`src/rtl/csmac_pkg.sv`:
```
// Shared types, codes and BCD helpers for the clock set menu and alarm controller.
package csmac_pkg;

   // Tick count at which the blink phase flips
   localparam logic [5:0] TICKS_PER_BLINK = 6'd40;

   // BCD limits and digit handling
   localparam logic [6:0] MINUTE_LAST = 7'h59;
   localparam logic [6:0] HOUR_WRAP   = 7'h24;
   localparam logic [3:0] DIGIT_TEN   = 4'ha;
   localparam logic [6:0] TENS_STEP   = 7'h10;

   // Event codes
   localparam logic [2:0] CMD_SET        = 3'd0;
   localparam logic [2:0] CMD_PLUS       = 3'd1;
   localparam logic [2:0] CMD_LOAD_TIME  = 3'd2;
   localparam logic [2:0] CMD_TICK       = 3'd3;
   localparam logic [2:0] CMD_LOAD_ALARM = 3'd4;

   // Menu pages
   localparam logic [2:0] MENU_NORMAL    = 3'd0;
   localparam logic [2:0] MENU_MINUTE    = 3'd1;
   localparam logic [2:0] MENU_HOUR      = 3'd2;
   localparam logic [2:0] MENU_AL_MINUTE = 3'd3;
   localparam logic [2:0] MENU_AL_HOUR   = 3'd4;
   localparam logic [2:0] MENU_BRIGHT    = 3'd5;
   localparam logic [2:0] MENU_AL_ENABLE = 3'd6;
   localparam logic [2:0] MENU_TEMP      = 3'd7;
   localparam logic [2:0] MENU_LAST      = 3'd7;

   // Request codes
   localparam logic [1:0] REQ_NONE         = 2'd0;
   localparam logic [1:0] REQ_RELOAD_ALARM = 2'd1;
   localparam logic [1:0] REQ_WRITE_TIME   = 2'd2;
   localparam logic [1:0] REQ_SECS_CLEARED = 2'd3;

   typedef struct packed {
      logic [2:0] command;
      logic [5:0] load_hour;
      logic [6:0] load_minute;
   } csmac_req_type;

   typedef struct packed {
      logic [2:0] menu_index;
      logic [5:0] hour_bcd;
      logic [6:0] minute_bcd;
      logic [5:0] alarm_hour_bcd;
      logic [6:0] alarm_minute_bcd;
      logic       auto_bright;
      logic       alarm_enabled;
      logic       alarm_silenced;
      logic       temp_view;
      logic       bell_on;
      logic       blink_phase;
      logic [1:0] request;
   } csmac_rsp_type;

   // Controller state carried between events
   typedef struct packed {
      logic [2:0] menu;
      logic [5:0] hour;
      logic [6:0] minute;
      logic [5:0] alarm_hour;
      logic [6:0] alarm_minute;
      logic       auto_bright;
      logic       alarm_enable;
      logic       silence;
      logic       temp_view;
      logic       bell_pin;
      logic       blink;
      logic [5:0] tick_count;
   } csmac_state_type;

   // State after reset: silence, bell pin (bell off) and blink up at one
   localparam csmac_state_type STATE_RESET = '{
      menu:         MENU_NORMAL,
      hour:         6'h00,
      minute:       7'h00,
      alarm_hour:   6'h00,
      alarm_minute: 7'h00,
      auto_bright:  1'b0,
      alarm_enable: 1'b0,
      silence:      1'b1,
      temp_view:    1'b0,
      bell_pin:     1'b1,
      blink:        1'b1,
      tick_count:   6'd0
   };

   // Carry a low digit of ten or more into the tens digit
   function automatic logic [6:0] bcd_fix(input logic [6:0] v);
      logic [6:0] r;
      if (v[3:0] >= DIGIT_TEN) begin
         r = {v[6:4], 4'h0} + TENS_STEP;
      end else begin
         r = v;
      end
      return r;
   endfunction

   // Minute step: wraps after 59 (or anything above)
   function automatic logic [6:0] inc_minute(input logic [6:0] v);
      logic [6:0] t;
      if (v >= MINUTE_LAST) begin
         t = 7'd0;
      end else begin
         t = v + 7'd1;
      end
      return bcd_fix(t);
   endfunction

   // Hour step: wraps at 24
   function automatic logic [5:0] inc_hour(input logic [5:0] v);
      logic [6:0] t;
      t = bcd_fix({1'b0, v} + 7'd1);
      if (t >= HOUR_WRAP) begin
         t = 7'd0;
      end
      return t[5:0];
   endfunction

endpackage

```
`src/rtl/csmac_next.sv`:
```
// Next-state and result logic for one controller event.
module csmac_next
   import csmac_pkg::*;
(
   input  csmac_state_type cur,
   input  csmac_req_type   item,
   output csmac_state_type nxt,
   output csmac_rsp_type   rsp
);

   logic       match;
   logic [1:0] req_code;
   logic [2:0] menu_inc;
   logic [5:0] tick_inc;

   assign match    = (cur.hour == cur.alarm_hour) && (cur.minute == cur.alarm_minute);
   assign menu_inc = cur.menu + 3'd1;
   assign tick_inc = cur.tick_count + 6'd1;

   // Event decode
   always_comb begin
      nxt      = cur;
      req_code = REQ_NONE;
      case (item.command)
         CMD_SET: begin
            nxt.bell_pin = 1'b1;
            nxt.menu     = menu_inc;
            if (menu_inc == MENU_AL_MINUTE) begin
               req_code = REQ_RELOAD_ALARM;
            end
            if (cur.menu == MENU_LAST) begin
               req_code = REQ_WRITE_TIME;
            end
         end
         CMD_PLUS: begin
            case (cur.menu)
               MENU_NORMAL: begin
                  if (match) begin
                     nxt.silence = 1'b1;
                  end
               end
               MENU_MINUTE: begin
                  nxt.minute   = inc_minute(cur.minute);
                  nxt.bell_pin = 1'b1;
                  req_code     = REQ_SECS_CLEARED;
               end
               MENU_HOUR: begin
                  nxt.hour     = inc_hour(cur.hour);
                  nxt.bell_pin = 1'b1;
                  req_code     = REQ_SECS_CLEARED;
               end
               MENU_AL_MINUTE: begin
                  nxt.alarm_minute = inc_minute(cur.alarm_minute);
                  nxt.bell_pin     = 1'b1;
               end
               MENU_AL_HOUR: begin
                  nxt.alarm_hour = inc_hour(cur.alarm_hour);
                  nxt.bell_pin   = 1'b1;
               end
               MENU_BRIGHT:    nxt.auto_bright  = ~cur.auto_bright;
               MENU_AL_ENABLE: nxt.alarm_enable = ~cur.alarm_enable;
               MENU_TEMP:      nxt.temp_view    = ~cur.temp_view;
               default: ;
            endcase
         end
         CMD_LOAD_TIME: begin
            nxt.hour   = item.load_hour;
            nxt.minute = item.load_minute;
         end
         CMD_TICK: begin
            nxt.tick_count = tick_inc;
            if (tick_inc >= TICKS_PER_BLINK) begin
               nxt.tick_count = 6'd0;
               nxt.blink      = ~cur.blink;
               if (!cur.silence && match) begin
                  nxt.bell_pin = ~cur.bell_pin;
               end else begin
                  nxt.bell_pin = 1'b1;
               end
            end
         end
         CMD_LOAD_ALARM: begin
            nxt.alarm_hour   = item.load_hour;
            nxt.alarm_minute = item.load_minute;
         end
         default: ;
      endcase
      // The alarm-enable page keeps silence tied to the enable flag
      if (nxt.menu == MENU_AL_ENABLE) begin
         nxt.silence = ~nxt.alarm_enable;
      end
   end

   // Result reports the state after the event
   always_comb begin
      rsp.menu_index       = nxt.menu;
      rsp.hour_bcd         = nxt.hour;
      rsp.minute_bcd       = nxt.minute;
      rsp.alarm_hour_bcd   = nxt.alarm_hour;
      rsp.alarm_minute_bcd = nxt.alarm_minute;
      rsp.auto_bright      = nxt.auto_bright;
      rsp.alarm_enabled    = nxt.alarm_enable;
      rsp.alarm_silenced   = nxt.silence;
      rsp.temp_view        = nxt.temp_view;
      rsp.bell_on          = ~nxt.bell_pin;
      rsp.blink_phase      = nxt.blink;
      rsp.request          = req_code;
   end

endmodule

```
`src/rtl/clock_set_menu_alarm_controller.sv`:
```
// An event passes from the input register through one combinational update
// step into the result register and the state registers; one event per cycle
// is taken while the result register is not held by rsp_stall.
// Input stage stalls only while it is full and the result register is held.
// Reset (synchronous, active high) clears menu, time, alarm and flags;
// silence, bell pin (bell off) and blink phase come up at one.
module clock_set_menu_alarm_controller
   import csmac_pkg::*;
(
   input  logic          clock,
   input  logic          reset,
   input  logic          req_valid,
   output logic          req_stall,
   input  csmac_req_type req_data,
   output logic          rsp_valid,
   input  logic          rsp_stall,
   output csmac_rsp_type rsp_data
);

   logic            in_valid_ff;
   csmac_req_type   in_data_ff;
   logic            out_valid_ff;
   logic            out_valid_in;
   csmac_rsp_type   out_data_ff;
   csmac_state_type state_ff;
   csmac_state_type state_in;
   csmac_rsp_type   rsp_in;
   logic            out_free;
   logic            step;

   // Handshake between input register and result register
   assign out_free     = !out_valid_ff || !rsp_stall;
   assign step         = in_valid_ff && out_free;
   assign req_stall    = in_valid_ff && !out_free;
   assign out_valid_in = step || (out_valid_ff && rsp_stall);

   // Input register
   always_ff @(posedge clock) begin
      if (reset) begin
         in_valid_ff <= 1'b0;
      end else if (!req_stall) begin
         in_valid_ff <= req_valid;
      end
   end

   always_ff @(posedge clock) begin
      if (req_valid && !req_stall) begin
         in_data_ff <= req_data;
      end
   end

   csmac_next u_next (
      .cur  (state_ff),
      .item (in_data_ff),
      .nxt  (state_in),
      .rsp  (rsp_in)
   );

   // Controller state
   always_ff @(posedge clock) begin
      if (reset) begin
         state_ff <= STATE_RESET;
      end else if (step) begin
         state_ff <= state_in;
      end
   end

   // Result register
   always_ff @(posedge clock) begin
      if (reset) begin
         out_valid_ff <= 1'b0;
      end else begin
         out_valid_ff <= out_valid_in;
      end
   end

   always_ff @(posedge clock) begin
      if (step) begin
         out_data_ff <= rsp_in;
      end
   end

   assign rsp_valid = out_valid_ff;
   assign rsp_data  = out_data_ff;

   // Tick counter never reaches the blink period
   a_tick_range: assert property (@(posedge clock) disable iff (reset)
      state_ff.tick_count < TICKS_PER_BLINK)
      else $error("tick count out of range");

   // A processed event leaves the result menu equal to the state menu
   a_menu_track: assert property (@(posedge clock) disable iff (reset)
      step |=> (out_data_ff.menu_index == state_ff.menu))
      else $error("result menu differs from state");

   // On the alarm-enable page silence is the inverse of enable
   a_menu_six: assert property (@(posedge clock) disable iff (reset)
      (out_valid_ff && out_data_ff.menu_index == MENU_AL_ENABLE)
      |-> (out_data_ff.alarm_silenced != out_data_ff.alarm_enabled))
      else $error("menu six silence rule broken");

   // A time write request only comes with the menu back at normal
   a_write_menu: assert property (@(posedge clock) disable iff (reset)
      (out_valid_ff && out_data_ff.request == REQ_WRITE_TIME)
      |-> (out_data_ff.menu_index == MENU_NORMAL))
      else $error("write request outside normal menu");

   // A waiting input item is always stalled while the result is held
   a_hold: assert property (@(posedge clock) disable iff (reset)
      (in_valid_ff && out_valid_ff && rsp_stall) |=> in_valid_ff)
      else $error("input item lost while stalled");

endmodule

```
`config.mk`:
```
export PLATFORM = sky130hd
export DESIGN_NAME = clock_set_menu_alarm_controller
export DESIGN_NICKNAME = d
export VERILOG_FILES = /design/src/rtl/csmac_pkg.sv /design/src/rtl/csmac_next.sv /design/src/rtl/clock_set_menu_alarm_controller.sv
export SDC_FILE = /design/constraint.sdc
export NUM_CORES = 1
export LEC_CHECK = 0
export BUFFER_PORTS_ARGS = -buffer_cell sky130_fd_sc_hd__buf_2
export CELL_PAD_IN_SITES_DETAIL_PLACEMENT = 1
export CELL_PAD_IN_SITES_GLOBAL_PLACEMENT = 1
export CORE_ASPECT_RATIO = 0.7
export CORE_MARGIN = 4
export CORE_UTILIZATION = 41
export DETAILED_ROUTE_END_ITERATION = 10
export GPL_TIMING_DRIVEN = 0
export PLACE_DENSITY = 0.73
export SYNTH_ARGS = -nofsm -noshare
export SYNTH_HDL_FRONTEND = slang
export SYNTH_SLANG_ARGS = --single-unit
```
`constraint.sdc`:
```
create_clock -name clock -period 2.5 [get_ports clock]
set_clock_uncertainty 0.15 [all_clocks]
set_input_delay 0.375 -clock clock [delete_from_list [all_inputs] [get_ports clock]]
set_output_delay 0.375 -clock clock [all_outputs]
set_load 0.05 [all_outputs]
```
-- After elaboration in Yosys (flattened, before gate mapping)
Index checks and enable logic that the tools add are counted.
- register bits after elaboration: 96
- latch bits: 0
- bits in writable memories: 0
- memory bits (read-only): 0
- output and inout bits: 39
- word-level logic and storage cells: 127
- memories: 0
- add/sub/neg operators: 10
- multiply operators: 0
- divide/modulo/power cells: 0
- $lt $le $gt $ge: 9
- equality and inequality tests: 15
- shift operators: 0
- muxes and demuxes: 39
- bitwise operators: 7
- reduce and logical (&&, ||, !) cells: 18
- operator list (cell ; count):
    $mux 7 ; 17
    $pmux 13 s2 ; 2
    $add 7x5->7 const B ; 4
    $mux 6 ; 4
    $eq 3x3->1 const B ; 6
    $ge 4x4->1 const B ; 4
    $eq 3x2->1 const B ; 5
    $add 6x1->7 const B ; 2
    $add 7x1->7 const B ; 2
    $ge 7x6->1 const B ; 2
    $ge 7x7->1 const B ; 2
    $mux 1 ; 9
    $mux 8 ; 1
    $eq 7x7->1 ; 1
    $not 1->1 ; 7
    $add 6x1->6 const B ; 1
    $eq 3x1->1 const B ; 2
    $eq 6x6->1 ; 1
    $ge 6x6->1 const B ; 1
    $logic_and 1x1->1 ; 6
    $logic_not 3->1 ; 2
    $logic_not 1->1 ; 5
    $mux 2 ; 2
    $mux 4 ; 1
    other kinds (8) ; 9

-- Depth between registers and ports, before layout
- word-level depth: 9
- mapped depth: 12
- mapped depth without buffers: 12

-- Modules after synthesis
From an unflattened synthesis, not the netlist that was laid out.
- cells, all modules: 644
- area total of the unflattened synthesis: 6278.5 um2
- modules (own cells, without submodules) (module ; times used ; cells each ; area an instance (um2) ; sequential area each (um2)):
    clock_set_menu_alarm_controller ; 1 ; 241 ; 3529.6 ; 2452.4
    csmac_next ; 1 ; 403 ; 2748.9 ; 0.0

-- Worst setup path after synthesis
OpenSTA, ideal clock, no wires.
- path type: register -> register
- start point: register state_ff[26] in the netlist's numbering
- end point: register out_data_ff, in the netlist rsp_data[27], data pin
- setup time: 0.264 ns
- data arrival time: 2.239 ns
- required time: 2.086 ns
- slack: -0.153 ns
- stages on the path, launching flop included: 13
- clock period less this slack: 2.653 ns
- path through: dfxtp_1 -> clkbuf_1 -> inv_1 -> ha_1 -> or4_1 -> a31oi_1 -> nor2_1 -> nor2_1 -> ha_1 -> nand2_1 -> and3_1 -> a21oi_1 -> o31ai_1
- RTL lines (item ; RTL line ; RTL):
    start, declared ; clock_set_menu_alarm_controller.sv:25 ; csmac_state_type state_ff;
    start signal, assigned ; clock_set_menu_alarm_controller.sv:64 ; state_ff <= state_in;
    end signal, assigned ; clock_set_menu_alarm_controller.sv:79 ; out_data_ff <= rsp_in;
    end, declared ; clock_set_menu_alarm_controller.sv:24 ; csmac_rsp_type out_data_ff;

==> metrics.md <==
| Metric | Value |
|---|---|
| Result of the run | `finished, violations left` |
| Violated checks | `negative setup slack` |
| Number of hold violations in the final report | `0` |
| Startpoint of the worst hold path | `req_data[1]` |
| Number of cells on the worst reg-to-reg path | `12` |
| Relative slew slack | `0.206` |
| Switching power | `roughly 1.2 mW` |
| Placed cell count | `870` |
| Via density per instance | `approximately 6` |
| Count of vias placed by the detailed router | `5,340` |
| Number of antenna violations at the first check in global routing | `0` |
| Cell-by-cell listing of the critical path | `buf_8 > inv_4 > ha_4 > or4_4 > a31oi_4 > nor2_1 > nor2_1 > ha_2 > nand2_2 > and3_4 > a21oi_4 > o31ai_4` |
| Highest net fanout along the worst path | `3` |
| H-tree levels | `3` |
| Hold Path Stages | `1` |
| Global-route wire length before repair | `just under 30,000 um` |
| Most used flip-flop cell after synthesis | `sky130_fd_sc_hd__edfxtp_1` |
| Critical path's slowest cell | `sky130_fd_sc_hd__or4_4` |
| R2R Setup Slk | `-0.07 ns` |
| Effective utilization at floorplan | `0.427` |
| WS Path Type | `register to register` |
| Chip height | `between 100 and 150 um` |
| Num CTS Buffers | `9` |
| Clock period minus final worst setup slack | `about 2.6 ns` |
| Arrival time at the worst endpoint | `2.51 ns` |
| Relative area change from synthesis to final layout | `22.2%` |
| Post-DR wirelength/cell | `21.4 um` |
| Worst ir drop on vdd | `approximately 290 uV` |
| Number of nets in the finished design | `744` |
| Slack of the critical path | `-0.0724 ns` |
| Sw Share | `0.308` |
| Maximum number of pins on one net before global-route repair | `47` |
| Overall die width | `between 100 and 150 um` |
| Library cell used as clock root buffer | `sky130_fd_sc_hd__clkbuf_16` |
| Count of buffers inserted at the top-level ports | `between 50 and 60` |
| Number of non-filler instances in the completed layout | `894` |
| Average footprint of a synthesized cell | `about 9.1 um2` |
| ANT nets after route | `0` |
| Instance count of the mapped netlist | `about 630` |
| Final weighted congestion of routability-driven global placement | `around 0.9` |
| Number of global-route vias before repair | `between 5,000 and 6,000` |
| Diode insertion count for antenna repair | `0` |
| Reg-to-reg startpoint | `state_ff[26]$_SDFFE_PP0P_` |
| Pre-CTS setup slack | `-0.489 ns` |
| Hold Path End | `in_data_ff[1]$_DFFE_PP_` |
| Cells taking the most area after synthesis | `sky130_fd_sc_hd__edfxtp_1 28%, sky130_fd_sc_hd__dfxtp_1 15%, sky130_fd_sc_hd__nor2_1 4.7%` |
| Routed Wire Length | `between 15,000 and 20,000 um` |
| Number of enable flip-flop cells after synthesis | `53` |
| Critical Path End Type | `register` |
| CTS tree | `built` |
| Share of synthesized registers carrying an async set or reset | `0` |
| Detail Placement HPWL | `13,200 um` |
| Crit share post-route | `1.03` |
| Pwr per Cell Area | `554 nW/um2` |
| Clock Path Buffers | `2` |
| Clock insertion delay at the later pin of the skew report | `0.36 ns` |
| Die Outline Area | `around 16,000 um2` |
| Internal portion of total power | `approximately 2.7 mW` |
| Slew at the pin closest to its max-slew limit | `between 1 and 1.5 ns` |
| Class of the tightest hold or removal check | `input port to register` |
| Required time at the worst-slack endpoint | `about 2.4 ns` |
| Number of clock sinks | `96` |
| Clock power share | `0.359` |
| Row count | `35` |
| Ports placed on the boundary | `59` |
| DRC violations left | `0` |
| Leakage component of the power | `around 2.6 nW` |
| Biggest area consumer among synthesized cells | `sky130_fd_sc_hd__edfxtp_1` |
| Core Region | `13,400 um2` |
| Number of inserted filler cells in the final layout | `around 1,500` |
| Fraction of layout instances using a drive strength above 1 | `0.248` |
| Register area share after synthesis | `0.430` |
| Sequential fraction of design power | `0.469` |
| Count of distinct cell types in the synthesized netlist | `78` |
| Area of the mapped netlist | `around 5700 um2` |
| Largest stage delay, worst path | `between 0.4 and 0.5 ns` |
| Register bit count reported by yosys | `96` |
| Area fraction of the dominant cell type after synthesis | `0.279` |
| Final number of setup-violating endpoints | `1` |
| Nets in the synthesized netlist | `666` |
| Crit Reg-Reg Endpoint | `rsp_data[27]$_DFFE_PP_` |
| Total congestion overflow after global routing | `0` |
| Initial DRT Pass Iterations | `5` |
| Launching element type of the critical path | `register` |
| Share of power burned in combinational logic | `0.172` |
| Maximum Capacitance Violations | `0` |
| Max frequency | `just under 0.4 GHz` |
| Total Power | `3.86 mW` |
| Critical Path Most Common Cell | `sky130_fd_sc_hd__nor2_1` |
| Max Slew Vio Count | `0` |
| Number of warning messages in the yosys log | `0` |
| Total routing resource utilization after global routing | `0.235` |
| Clock-pin transition on the worst setup and hold timing paths | `approximately 0.080 ns` |
| RSZ-0062 raised after global routing | `true` |
| Iter 0 DRT Violations | `between 400 and 500` |
power by group through the flow:
stage,clock network (mW),registers (mW),logic (mW)
after floorplan,0,1.92,0.317
after global placement,0,1.83,0.580
after detailed placement,0,1.83,0.603
after CTS,1.42,1.80,0.627
after global routing,1.49,1.82,0.709
final,1.39,1.81,0.663
placed cells by master, fill, tap and decap left out, drive strengths merged, types with 4 or more instances in the layout:
cell and count:
o21ai 24, clkbuf 31, a22oi 11, inv 26, edfxtp 53, nor2b 7, nand2b 13, dfxtp 43
nand2 51, or3 4, and3 7, nand4 7, a221o 6, nor3 16, o211ai 6, nor4 7
ha 20, and2 4, xnor2 19, nor4b 4, buf 89, o31ai 4, a21oi 26, xor2 21
a211oi 8, nand3b 7, o21a 15, a31oi 9, nor3b 4, a311oi 6, nor2 73, nand3 34
or4 5
worst max-delay path, delay by kind of cell, from the launching register on:
| family | cells | cell delay (ns) |
|---|---|---|
| buffers and inverters | 2 | 0.14 |
| adders and majority gates | 2 | 0.33 |
| AOI/OAI and AO/OA | 3 | 0.43 |
| DFF | 1 | 0.36 |
| and+or+nand+nor | 5 | 0.90 |
cells in the mapped netlist (all sizes together), types with 9 or more instances:
master	instances
a21oi	26
a22oi	11
a31oi	9
buf	9
clkbuf	35
dfxtp	43
edfxtp	53
ha	20
inv	21
nand2	51
nand2b	13
nand3	34
nor2	73
nor3	16
o21a	15
o21ai	24
xnor2	19
xor2	21
layer usage:
layer / vias to the layer above / share of wire / GRT usage
met3: 27 / 0.053 / 0.0401
met2: 154 / 0.48 / 0.387
met5: - / 0 / 0
met1: 2703 / 0.46 / 0.326
met4: 0 / 0.014 / 0.0509
li1: 2456 / - / -
cells by family after synthesis:
| group | share of synthesized area |
|---|---|
| AO/OA/AOI/OAI | 0.179 |
| multiplexers | 0.00351 |
| XOR/XNOR | 0.0615 |
| buffers and inverters | 0.0477 |
| adder cells (fa/ha/maj) | 0.0439 |
| flip-flops | 0.430 |
| AND/OR/NAND/NOR | 0.234 |
how the worst max path moves through the flow:
stage / startpoint / endpoint / cells after the start
after floorplan: state_ff[26]$_SDFFE_PP0P_ / rsp_data[27]$_DFFE_PP_ / 12
after global routing: state_ff[26]$_SDFFE_PP0P_ / rsp_data[27]$_DFFE_PP_ / 12
after CTS: state_ff[26]$_SDFFE_PP0P_ / rsp_data[27]$_DFFE_PP_ / 12
final: state_ff[26]$_SDFFE_PP0P_ / rsp_data[27]$_DFFE_PP_ / 12
after global placement: state_ff[20]$_SDFFE_PP0P_ / state_ff[23]$_SDFFE_PP0P_ / 7
after detailed placement: state_ff[20]$_SDFFE_PP0P_ / state_ff[23]$_SDFFE_PP0P_ / 7
final cells by class:
class | instances | area [um2] | share of cell area
repair buffers | 74 | 430 | 0.0618
well taps | 185 | 231 | 0.0332
clock buffers | 9 | 225 | 0.0323
plain buffers | 37 | 238 | 0.0341
inverters | 22 | 85.1 | 0.0122
clock inverters | 7 | 70.1 | 0.0101
flip-flops and latches | 96 | 2480 | 0.357
multi-input cells | 464 | 3200 | 0.460
registers in the layout (all words and copies together) (netlist names):
name	flops
state_ff	41
rsp_valid	1
rsp_data	37
in_valid_ff	1
in_data_ff	16
metrics by stage:
stage	TNS [ns]	hold WS (ns)	area, um2	util
after CTS	-0.108	0.0303	6720	0.503
after global placement	-5.99	0.326	6230	0.466
final	-0.0724	0.0374	6960	0.521
after global routing	-0.371	0.0264	6960	0.521
after floorplan	-0.0310	0.300	5710	-
after detailed placement	-4.81	0.368	6260	0.469
repair_timing:
item                       4_1_cts  5_1_grt
setup buffers                    4       11
hold buffers                     0        0
setup endpoints to repair       32       78
resized for setup               43       65
pin swaps                        7       16
cloned                           0        0
Note: power is estimated with default switching activity, not from simulation.
